`src/rdcw_pkg.sv`:
```
// rdcw_pkg: shared types and constants for the range distinct-count window block
// used by the channel interfaces, the sequencer, the count unit and the top level
package rdcw_pkg;

   localparam int POS_BITS        = 12;
   localparam int VALUE_IN_BITS   = 16;
   localparam int COUNT_BITS      = 13;
   localparam int DEF_ARRAY_DEPTH = 4096;
   localparam int DEF_VALUE_BITS  = 16;

   typedef enum logic {
      OP_LOAD  = 1'b0,
      OP_QUERY = 1'b1
   } opcode_type;

   typedef enum logic [2:0] {
      S_IDLE,
      S_PLAN,
      S_ELEM,
      S_WAIT,
      S_WRITE,
      S_DONE
   } seq_state_type;

   // request to the count unit
   typedef struct packed {
      logic go;
      logic add;
   } cnt_ctl_type;

   // status back from the count unit
   typedef struct packed {
      logic busy;
      logic done;
      logic gained;
      logic lost;
   } cnt_sts_type;

endpackage

```
`src/rdcw_if.sv`:
```
// rdcw_req_if / rdcw_rsp_if: valid/ready channels of the range distinct-count block
// depends on rdcw_pkg for field widths
interface rdcw_req_if import rdcw_pkg::*; ();
   logic                     valid;
   logic                     ready;
   logic                     opcode;
   logic [POS_BITS-1:0]      elem_index;
   logic [VALUE_IN_BITS-1:0] elem_value;
   logic [POS_BITS-1:0]      range_left;
   logic [POS_BITS-1:0]      range_right;

   modport source (output valid, opcode, elem_index, elem_value, range_left, range_right,
                   input ready);
   modport sink (input valid, opcode, elem_index, elem_value, range_left, range_right,
                 output ready);
endinterface

interface rdcw_rsp_if import rdcw_pkg::*; ();
   logic                  valid;
   logic                  ready;
   logic [COUNT_BITS-1:0] distinct_count;
   logic                  bad_range;

   modport source (output valid, distinct_count, bad_range, input ready);
   modport sink (input valid, distinct_count, bad_range, output ready);
endinterface

```
`src/rdcw_seq.sv`:
```
// rdcw_seq: window sequencer; steps the window ends one position at a time
// and drives the element memory and the count unit; depends on rdcw_pkg and rdcw_if
module rdcw_seq import rdcw_pkg::*; #(
   parameter int ARRAY_DEPTH = DEF_ARRAY_DEPTH,
   parameter int VALUE_BITS  = DEF_VALUE_BITS,
   localparam int ADDR_BITS  = $clog2(ARRAY_DEPTH)
) (
   input  logic                  clock,
   input  logic                  reset,
   rdcw_req_if.sink              req_ch,
   rdcw_rsp_if.source            rsp_ch,
   output logic                  elem_wr_en,
   output logic [ADDR_BITS-1:0]  elem_wr_addr,
   output logic [VALUE_BITS-1:0] elem_wr_data,
   output logic [ADDR_BITS-1:0]  elem_rd_addr,
   output cnt_ctl_type           cnt_ctl,
   input  cnt_sts_type           cnt_sts
);

   seq_state_type         state_ff, state_in;
   opcode_type            op_ff, op_in;
   logic [POS_BITS-1:0]   left_ff, left_in;
   logic [POS_BITS-1:0]   right_ff, right_in;
   logic [POS_BITS-1:0]   idx_ff, idx_in;
   logic [VALUE_BITS-1:0] val_ff, val_in;
   logic                  bad_ff, bad_in;
   logic [POS_BITS-1:0]   lo_ff, lo_in;
   logic [POS_BITS-1:0]   hi_ff, hi_in;
   logic                  empty_ff, empty_in;
   logic [COUNT_BITS-1:0] total_ff, total_in;
   logic [POS_BITS-1:0]   pos_ff, pos_in;
   logic                  add_ff, add_in;
   logic                  rsp_valid_ff, rsp_valid_in;
   logic [COUNT_BITS-1:0] rsp_count_ff, rsp_count_in;
   logic                  rsp_bad_ff, rsp_bad_in;

   always_comb begin
      state_in     = state_ff;
      op_in        = op_ff;
      left_in      = left_ff;
      right_in     = right_ff;
      idx_in       = idx_ff;
      val_in       = val_ff;
      bad_in       = bad_ff;
      lo_in        = lo_ff;
      hi_in        = hi_ff;
      empty_in     = empty_ff;
      total_in     = total_ff;
      pos_in       = pos_ff;
      add_in       = add_ff;
      rsp_valid_in = rsp_valid_ff;
      rsp_count_in = rsp_count_ff;
      rsp_bad_in   = rsp_bad_ff;
      req_ch.ready = 1'b0;
      elem_wr_en   = 1'b0;
      cnt_ctl      = '0;

      if (rsp_valid_ff && rsp_ch.ready) begin
         rsp_valid_in = 1'b0;
      end

      unique case (state_ff)
         S_IDLE: begin
            req_ch.ready = !cnt_sts.busy;
            if (req_ch.valid && !cnt_sts.busy) begin
               op_in    = opcode_type'(req_ch.opcode);
               left_in  = req_ch.range_left;
               right_in = req_ch.range_right;
               idx_in   = req_ch.elem_index;
               val_in   = VALUE_BITS'(req_ch.elem_value);
               bad_in   = 1'b0;
               state_in = S_PLAN;
               if (opcode_type'(req_ch.opcode) == OP_QUERY &&
                   (req_ch.range_left > req_ch.range_right ||
                    32'(req_ch.range_right) >= ARRAY_DEPTH)) begin
                  bad_in   = 1'b1;
                  state_in = S_DONE;
               end
            end
         end
         S_PLAN: begin
            state_in = S_ELEM;
            if (op_ff == OP_LOAD) begin
               // empty the window from its low end, one element per step
               if (empty_ff) begin
                  state_in = S_WRITE;
               end else begin
                  pos_in = lo_ff;
                  add_in = 1'b0;
                  if (lo_ff == hi_ff) begin
                     empty_in = 1'b1;
                     lo_in    = '0;
                     hi_in    = '0;
                  end else begin
                     lo_in = POS_BITS'(lo_ff + 1'b1);
                  end
               end
            end else begin
               // grow before shrinking so the window never runs empty
               priority if (empty_ff) begin
                  pos_in   = left_ff;
                  add_in   = 1'b1;
                  lo_in    = left_ff;
                  hi_in    = left_ff;
                  empty_in = 1'b0;
               end else if (hi_ff < right_ff) begin
                  pos_in = POS_BITS'(hi_ff + 1'b1);
                  add_in = 1'b1;
                  hi_in  = POS_BITS'(hi_ff + 1'b1);
               end else if (lo_ff > left_ff) begin
                  pos_in = POS_BITS'(lo_ff - 1'b1);
                  add_in = 1'b1;
                  lo_in  = POS_BITS'(lo_ff - 1'b1);
               end else if (hi_ff > right_ff) begin
                  pos_in = hi_ff;
                  add_in = 1'b0;
                  hi_in  = POS_BITS'(hi_ff - 1'b1);
               end else if (lo_ff < left_ff) begin
                  pos_in = lo_ff;
                  add_in = 1'b0;
                  lo_in  = POS_BITS'(lo_ff + 1'b1);
               end else begin
                  state_in = S_DONE;
               end
            end
         end
         S_ELEM: begin
            cnt_ctl.go  = 1'b1;
            cnt_ctl.add = add_ff;
            state_in    = S_WAIT;
         end
         S_WAIT: begin
            if (cnt_sts.done) begin
               if (cnt_sts.gained) begin
                  total_in = COUNT_BITS'(total_ff + 1'b1);
               end else if (cnt_sts.lost && total_ff != '0) begin
                  total_in = COUNT_BITS'(total_ff - 1'b1);
               end
               state_in = S_PLAN;
            end
         end
         S_WRITE: begin
            elem_wr_en = 32'(idx_ff) < ARRAY_DEPTH;
            total_in   = '0;
            lo_in      = '0;
            hi_in      = '0;
            empty_in   = 1'b1;
            state_in   = S_IDLE;
         end
         S_DONE: begin
            if (!rsp_valid_ff || rsp_ch.ready) begin
               rsp_valid_in = 1'b1;
               rsp_count_in = bad_ff ? '0 : total_ff;
               rsp_bad_in   = bad_ff;
               state_in     = S_IDLE;
            end
         end
         default: begin
            state_in = S_IDLE;
         end
      endcase
   end

   always_ff @(posedge clock) begin
      if (reset) begin
         state_ff     <= S_IDLE;
         lo_ff        <= '0;
         hi_ff        <= '0;
         empty_ff     <= 1'b1;
         total_ff     <= '0;
         rsp_valid_ff <= 1'b0;
      end else begin
         state_ff     <= state_in;
         lo_ff        <= lo_in;
         hi_ff        <= hi_in;
         empty_ff     <= empty_in;
         total_ff     <= total_in;
         rsp_valid_ff <= rsp_valid_in;
      end
   end

   always_ff @(posedge clock) begin
      op_ff        <= op_in;
      left_ff      <= left_in;
      right_ff     <= right_in;
      idx_ff       <= idx_in;
      val_ff       <= val_in;
      bad_ff       <= bad_in;
      pos_ff       <= pos_in;
      add_ff       <= add_in;
      rsp_count_ff <= rsp_count_in;
      rsp_bad_ff   <= rsp_bad_in;
   end

   // element read is launched as the step is planned
   assign elem_rd_addr = ADDR_BITS'(pos_in);
   assign elem_wr_addr = ADDR_BITS'(idx_ff);
   assign elem_wr_data = val_ff;

   assign rsp_ch.valid          = rsp_valid_ff;
   assign rsp_ch.distinct_count = rsp_count_ff;
   assign rsp_ch.bad_range      = rsp_bad_ff;

endmodule

```
`src/flat_wrapper.sv`:
```
// flat-port wrapper written by rule: the top's interface ports become plain ports
module rdcw_seq_flat import rdcw_pkg::*;
#(
   parameter int ARRAY_DEPTH = DEF_ARRAY_DEPTH,
   parameter int VALUE_BITS  = DEF_VALUE_BITS,
   localparam int ADDR_BITS  = $clog2(ARRAY_DEPTH)
)
  (clock, reset, elem_wr_en, elem_wr_addr, elem_wr_data, elem_rd_addr, cnt_ctl, cnt_sts, req_ch_valid, req_ch_opcode, req_ch_elem_index, req_ch_elem_value, req_ch_range_left, req_ch_range_right, req_ch_ready, rsp_ch_valid, rsp_ch_distinct_count, rsp_ch_bad_range, rsp_ch_ready);
  rdcw_req_if req_ch_i ();
  rdcw_rsp_if rsp_ch_i ();
  input  logic clock;
  input  logic reset;
  output logic elem_wr_en;
  output logic [ADDR_BITS-1:0] elem_wr_addr;
  output logic [VALUE_BITS-1:0] elem_wr_data;
  output logic [ADDR_BITS-1:0] elem_rd_addr;
  output cnt_ctl_type cnt_ctl;
  input  cnt_sts_type cnt_sts;
  input wire logic [$bits(req_ch_i.valid)-1:0] req_ch_valid;
  input wire logic [$bits(req_ch_i.opcode)-1:0] req_ch_opcode;
  input wire logic [$bits(req_ch_i.elem_index)-1:0] req_ch_elem_index;
  input wire logic [$bits(req_ch_i.elem_value)-1:0] req_ch_elem_value;
  input wire logic [$bits(req_ch_i.range_left)-1:0] req_ch_range_left;
  input wire logic [$bits(req_ch_i.range_right)-1:0] req_ch_range_right;
  output wire logic [$bits(req_ch_i.ready)-1:0] req_ch_ready;
  output wire logic [$bits(rsp_ch_i.valid)-1:0] rsp_ch_valid;
  output wire logic [$bits(rsp_ch_i.distinct_count)-1:0] rsp_ch_distinct_count;
  output wire logic [$bits(rsp_ch_i.bad_range)-1:0] rsp_ch_bad_range;
  input wire logic [$bits(rsp_ch_i.ready)-1:0] rsp_ch_ready;
  assign req_ch_i.valid = req_ch_valid;
  assign req_ch_i.opcode = req_ch_opcode;
  assign req_ch_i.elem_index = req_ch_elem_index;
  assign req_ch_i.elem_value = req_ch_elem_value;
  assign req_ch_i.range_left = req_ch_range_left;
  assign req_ch_i.range_right = req_ch_range_right;
  assign req_ch_ready = req_ch_i.ready;
  assign rsp_ch_valid = rsp_ch_i.valid;
  assign rsp_ch_distinct_count = rsp_ch_i.distinct_count;
  assign rsp_ch_bad_range = rsp_ch_i.bad_range;
  assign rsp_ch_i.ready = rsp_ch_ready;
  rdcw_seq #(.ARRAY_DEPTH(ARRAY_DEPTH), .VALUE_BITS(VALUE_BITS)) u_core (.clock(clock), .reset(reset), .req_ch(req_ch_i), .rsp_ch(rsp_ch_i), .elem_wr_en(elem_wr_en), .elem_wr_addr(elem_wr_addr), .elem_wr_data(elem_wr_data), .elem_rd_addr(elem_rd_addr), .cnt_ctl(cnt_ctl), .cnt_sts(cnt_sts));
endmodule
```
`config.mk`:
```
export PLATFORM = sky130hd
export DESIGN_NAME = rdcw_seq_flat
export DESIGN_NICKNAME = d
export VERILOG_FILES = /design/src/rdcw_pkg.sv /design/src/rdcw_if.sv /design/src/rdcw_seq.sv /design/src/flat_wrapper.sv
export SDC_FILE = /design/constraint.sdc
export NUM_CORES = 1
export LEC_CHECK = 0
export ABC_AREA = 1
export BUFFER_PORTS_ARGS = -buffer_cell sky130_fd_sc_hd__buf_2
export CAP_MARGIN = 20
export CORE_MARGIN = 4
export CORE_UTILIZATION = 40
export DETAILED_ROUTE_END_ITERATION = 12
export PLACE_DENSITY_LB_ADDON = 0.3
export SYNTH_ARGS = -nofsm -noshare
export SYNTH_HDL_FRONTEND = slang
export SYNTH_SLANG_ARGS = --single-unit
export TNS_END_PERCENT = 50
```
`constraint.sdc`:
```
create_clock -name clock -period 8.2 [get_ports clock]
set_input_delay 0 -clock clock [delete_from_list [all_inputs] [get_ports clock]]
set_output_delay 0 -clock clock [all_outputs]
set_load 0.05 [all_outputs]
```
---- Word-level counts from Yosys, hierarchy flattened ----
Index checks and enable logic that the tools add are counted.
W data, S select, Z words.
word-level totals
  bits in registers ....................... 123
  input port bits ......................... 61
  output and inout port bits .............. 59
cells by class
  add/sub/neg operators ................... 6
  order comparisons ....................... 5
  eq/ne operators ......................... 19
  multiplexer cells ....................... 59
  reductions and logical operators ........ 18
operator list
  cell                     number
  $mux W12                 23
  $pmux W12 S2             2
  $mux W13                 3
  $gt A12 B12 Y1           3
  $mux W3                  11
  $pmux W13 S2             1
  $add A12 B1 Y12 const B  2
  $lt A12 B12 Y1           2
  $sub A12 B1 Y12 const B  2
  $ne A5 B5 Y1 const B     4
  $mux W1                  16
  $pmux W3 S5              1
  $add A13 B1 Y13 const B  1
  $reduce_bool A13 Y1      1
  $sub A13 B1 Y13 const B  1
  $eq A12 B12 Y1           1
  $reduce_and A5 Y1        2
  $reduce_and A3 Y1        3
  $eq A3 B2 Y1 const B     2
  $eq A3 B3 Y1 const B     2
  $ne A2 B1 Y1 const B     3
  $ne A3 B2 Y1 const B     2
  $ne A6 B6 Y1 const B     1
  $logic_and A1 B1 Y1      4
  11 further kinds         14

---- Logic depth before layout (Yosys ltp) ----
  word-level depth ........................ 8
  depth in mapped cells ................... 20
  gate-level depth less buffers ........... 19

---- Worst setup path before layout ----
OpenSTA, ideal clock, no wires.
  path kind ............................... reg-to-reg
  start point ............................. reg u_core.state_ff[0]
  end point ............................... reg u_core.bad_ff (enable)
  library setup time ...................... 0.532 ns
  arrival ................................. 4.374 ns
  slack ................................... 3.293 ns
  stages on the path, launching flop included .. 4
  buffers on the path ..................... 0
  clock period less this slack ............ 4.907 ns
  path through ............................ dfxtp_1 nor3_1 inv_1 nor3_1
between the ends
  cells in the longest elaborated chain, start to end .. 2
ends and longest elaborated chain
  what                         RTL line         RTL
  start, declared              rdcw_seq.sv:20   seq_state_type state_ff, state_in;
  start signal, assigned       rdcw_seq.sv:173  state_ff <= state_in;
  $logic_not A3 Y1             rdcw_seq.sv:62   unique case (state_ff)
  $reduce_and A2 Y1 (no line)  --
  end signal, assigned         rdcw_seq.sv:188  bad_ff <= bad_in;
  end, declared                rdcw_seq.sv:26   logic bad_ff, bad_in;
No other way between the ends.
A chain may end at the register's enable or synchronous reset.

---- Worst setup path in the final report ----
  start point ............................. reg u_core.hi_ff[3]
  end point ............................... out elem_rd_addr[6]
between the ends
  cells in the longest elaborated chain, start to end .. 7
ends and longest elaborated chain
  what                    RTL line            RTL
  start, declared         rdcw_seq.sv:28      logic [POS_BITS-1:0] hi_ff, hi_in;
  start signal, assigned  rdcw_seq.sv:175     hi_ff <= hi_in;
  $gt A12 B12 Y1          rdcw_seq.sv:114     end else if (hi_ff > right_ff) begin
  $mux W12                rdcw_seq.sv:114
  $mux W12                rdcw_seq.sv:110     end else if (lo_ff > left_ff) begin
  $mux W12 *              rdcw_seq.sv:106     end else if (hi_ff < right_ff) begin
  $mux W12 *              rdcw_seq.sv:100     priority if (empty_ff) begin
  $mux W12 *              rdcw_seq.sv:83      if (op_ff == OP_LOAD) begin
  $mux W12 *              rdcw_seq.sv:62
  end, declared           flat_wrapper.sv:16  output logic [ADDR_BITS-1:0] elem_rd_addr;
Mark *: on every way between the ends. The rest lies on a longest branch, timed or not.

==> reports/results.tsv <==
stage	metric	value	unit
global_routing	grt_first_pass_wirelength	43590	um
detailed_routing	drt_first_iter_violations	749	
floorplan	initial_core_util	0.4097	
yosys	netlist_area	8343	sq um
worst_setup_path	crit_arrival	3.84	ns
yosys	yosys_warnings	0	
worst_setup_path	critical_path.endpoint_type	output pin	
global_routing	grt_ovf	0	
yosys	synth_cell_type_count	47	
pwr	cellLeakagePower	4.777	nW
yosys	yosys_most_used_dff	sky130_fd_sc_hd__edfxtp_1	
detailed_routing	antenna_violation_net_count_after_detailed_routing	0	
finish	antenna_cells	0	
yosys	synth_seq_area_share	0.3779	
finish	area.growth.synth_to_final	23.32	%
yosys	syn_area_per_cell	7.351	sq um
yosys	ys_async_sr_fraction	0	
global_routing	grtUsageTotal	0.2300	
cts	cts.sinks	123	
pwr	maximum_vdd_ir_drop	0.1524	mV
global_routing	first_global_vias	8131	
floorplan	die-height	152.4	um
detailed_routing	drcViolationCount	0	
cts	cts-htree-levels	4	
global_routing	number_of_antenna_violations_at_the_first_check_in_global_routing	0	
timing	setup_tns	0	ns
timing	report.final.hold_viol_count	0	
timing	fmaxAchievable	260.8	MHz
worst_setup_path	timing_worst_setup_path_type	reg -> out	
global_routing	grt_max_degree	55	
yosys	synthesis.instances	1135	
timing	final.setup_skew	0.01092	ns
worst_setup_path	path_max_fanout	29	
cts	cts-resized-gates	0	
placement	port_buffers	119	
timing	hold_ws	0.01739	ns
cts	tritoncts	done	
timing	setup_viol	0	
timing	layout_worst_path_cycle_share	0.4677	
timing	worst_slew_margin_rel	0.4139	
floorplan	die-area	23230	sq um
placement	gp_routability_congestion	1.042	
cts	clock_tree.buffer_depth	2	
worst_setup_path	timing.critical_path.from_type	flip-flop	
floorplan	io_pins	120	
detailed_routing	num_vias	8206	
timing	rsz0062_at_grt	no	
pwr	power_density	299.6	nW/um^2
detailed_routing	wl_final	26600	um
floorplan	placement_rows	52	
detailed_routing	drt_first_pass_iters	7	
yosys	synth.ff_latch_count	123	
detailed_routing	route.detailed.vias_per_inst	5.220	
finish	nets_finish	1402	
timing	report.final.slew_viol_count	0	
cts	cts.repair_timing.setup_buffer_count	0	
worst_hold_path	worstHoldPathType	in -> reg	
finish	post_route_cells_drive_above_1_share	0.1590	
floorplan	floorplan.die.width	152.4	um
placement	post-dp-hpwl	19330	um
cts	tritoncts.num_buffers	17	
timing	post-route-min-period	3.835	ns
detailed_routing	routedWlPerCell	16.92	um
cts	clk_root_buffer_cell	sky130_fd_sc_hd__clkbuf_16	
yosys	number_of_synthesized_flops_with_an_enable_pin	69	
floorplan	placeableCoreArea	20360	sq um
timing	timing_worst_slew_pin_value	0.8782	ns
outcome	run_status	finished, final reports clean	
cts	clk-insertion-delay-late	0.42	ns
worst_setup_path	required	8.20	ns
finish	finish.utilization	0.5052	
yosys	postSynthNetCount	1248	
cts	clk_pin_slew_worst_paths	0.06	ns
job	max_cap_viol_count	0	
## path summary, 6_finish.rpt
check,cells after the start,to,slack (ns),from
setup / recovery,16,elem_rd_addr[6],4.36,u_core.hi_ff[3]
hold / removal,6,u_core.state_ff[0],0.02,cnt_sts[3]
hold reg to reg,2,u_core.total_ff[10],0.51,u_core.total_ff[10]
setup reg to reg,14,u_core.hi_ff[11],4.79,u_core.hi_ff[3]
## cell type report
type | count | area (sq um)
Clock buffer | 20 | 436.7
Clock inverter | 12 | 196.4
Fill cell | 2008 | 10080
Inverter | 161 | 608.1
Multi-Input combinational cell | 808 | 4378
Sequential cell | 123 | 3153
Tap cell | 270 | 337.8
Timing Repair Buffer | 178 | 1179
## timing repair
item / 4_1_cts / 5_1_grt
hold buffers: 56 / 0
hold endpoints to repair: 62 / 0
setup endpoints to repair: 0 / 0
## critical path: stages, from the launching register on
cell	delay, ns
sky130_fd_sc_hd__dfxtp_1	0.59
sky130_fd_sc_hd__ha_1	0.33
sky130_fd_sc_hd__nand2_1	0.09
sky130_fd_sc_hd__inv_1	0.04
sky130_fd_sc_hd__nand2_1	0.06
sky130_fd_sc_hd__nand2_1	0.06
sky130_fd_sc_hd__nand2_1	0.08
sky130_fd_sc_hd__nand3_2	0.54
sky130_fd_sc_hd__inv_1	0.57
sky130_fd_sc_hd__nand2_1	0.11
sky130_fd_sc_hd__inv_1	0.17
sky130_fd_sc_hd__nand2_1	0.07
sky130_fd_sc_hd__nand2_1	0.06
sky130_fd_sc_hd__inv_1	0.10
sky130_fd_sc_hd__o211ai_1	0.18
sky130_fd_sc_hd__a22oi_1	0.12
sky130_fd_sc_hd__buf_2	0.24
## metal layers
metal / part of all wire / track usage / routed length [um] / up-vias
met2: 0.46 / 0.3726 / 12130 / 357
li1: - / - / - / 4042
met1: 0.43 / 0.3060 / 11500 / 3756
met5: 0 / 0 / 0 / -
met3: 0.084 / 0.05226 / 2231 / 51
met4: 0.028 / 0.07552 / 737 / 0
## stage by stage
stage               cells  cell area [sq um]  total power, mW  setup WS [ns]
floorplan            1135               8343            1.897          3.293
global placement     1484               9095            2.216          4.805
detailed placement   1484               9095            2.217          4.885
CTS                  1572              10290            3.067          4.429
global route         1572              10290            3.285          4.083
finish               1572              10290            3.083          4.365
## state kept, by name, summed over array words and instances (netlist names), 3 cells and up
name                          flops
u_core.elem_wr_addr              12
u_core.elem_wr_data              16
u_core.hi_ff                     12
u_core.left_ff                   12
u_core.lo_ff                     12
u_core.pos_ff                    12
u_core.right_ff                  12
u_core.rsp_ch.distinct_count     13
u_core.state_ff                   3
u_core.total_ff                  13
## Yosys cell counts (all sizes together) (5+ instances only)
master / instances / area share
edfxtp: 69 / 0.25
ha: 51 / 0.076
nor4: 6 / 0.0045
nand2: 260 / 0.12
buf: 25 / 0.017
clkbuf: 18 / 0.0081
a21oi: 84 / 0.050
nand3: 95 / 0.063
o21ai: 45 / 0.027
nor3: 24 / 0.018
nor2: 130 / 0.063
o21bai: 5 / 0.0045
nand4: 18 / 0.013
o211ai: 8 / 0.0072
dfxtp: 54 / 0.13
o22ai: 15 / 0.011
xor2: 37 / 0.039
inv: 160 / 0.072
or2: 12 / 0.0090
## cell usage in the layout (no fill, tap or decap), types with 15 or more instances in the layout
cell type / n
sky130_fd_sc_hd__nand2_1: 252
sky130_fd_sc_hd__inv_1: 141
sky130_fd_sc_hd__nor2_1: 124
sky130_fd_sc_hd__buf_2: 119
sky130_fd_sc_hd__nand3_1: 87
sky130_fd_sc_hd__a21oi_1: 84
sky130_fd_sc_hd__edfxtp_1: 69
sky130_fd_sc_hd__dlygate4sd3_1: 56
sky130_fd_sc_hd__dfxtp_1: 54
sky130_fd_sc_hd__ha_1: 51
sky130_fd_sc_hd__xor2_1: 37
sky130_fd_sc_hd__o21ai_0: 29
sky130_fd_sc_hd__nor3_1: 19
sky130_fd_sc_hd__nand4_1: 18
sky130_fd_sc_hd__inv_2: 18
sky130_fd_sc_hd__clkbuf_16: 17
sky130_fd_sc_hd__o21ai_1: 15
sky130_fd_sc_hd__o22ai_1: 15
## report_power, final
group | switching, mW | total, mW | internal, mW
clock network | 0.288 | 0.826 | 0.539
logic | 0.936 | 1.36 | 0.422
registers | 0.140 | 0.898 | 0.759
## kinds of logic after synthesis
kind of cell / Yosys count / synth area share
flops: 123 / 0.3779
fa+ha+maj: 52 / 0.07888
compound gates: 170 / 0.1123
xor+xnor: 39 / 0.04094
buf+inv: 204 / 0.09793
simple gates: 547 / 0.2920
(Power assumes the default switching activity.)
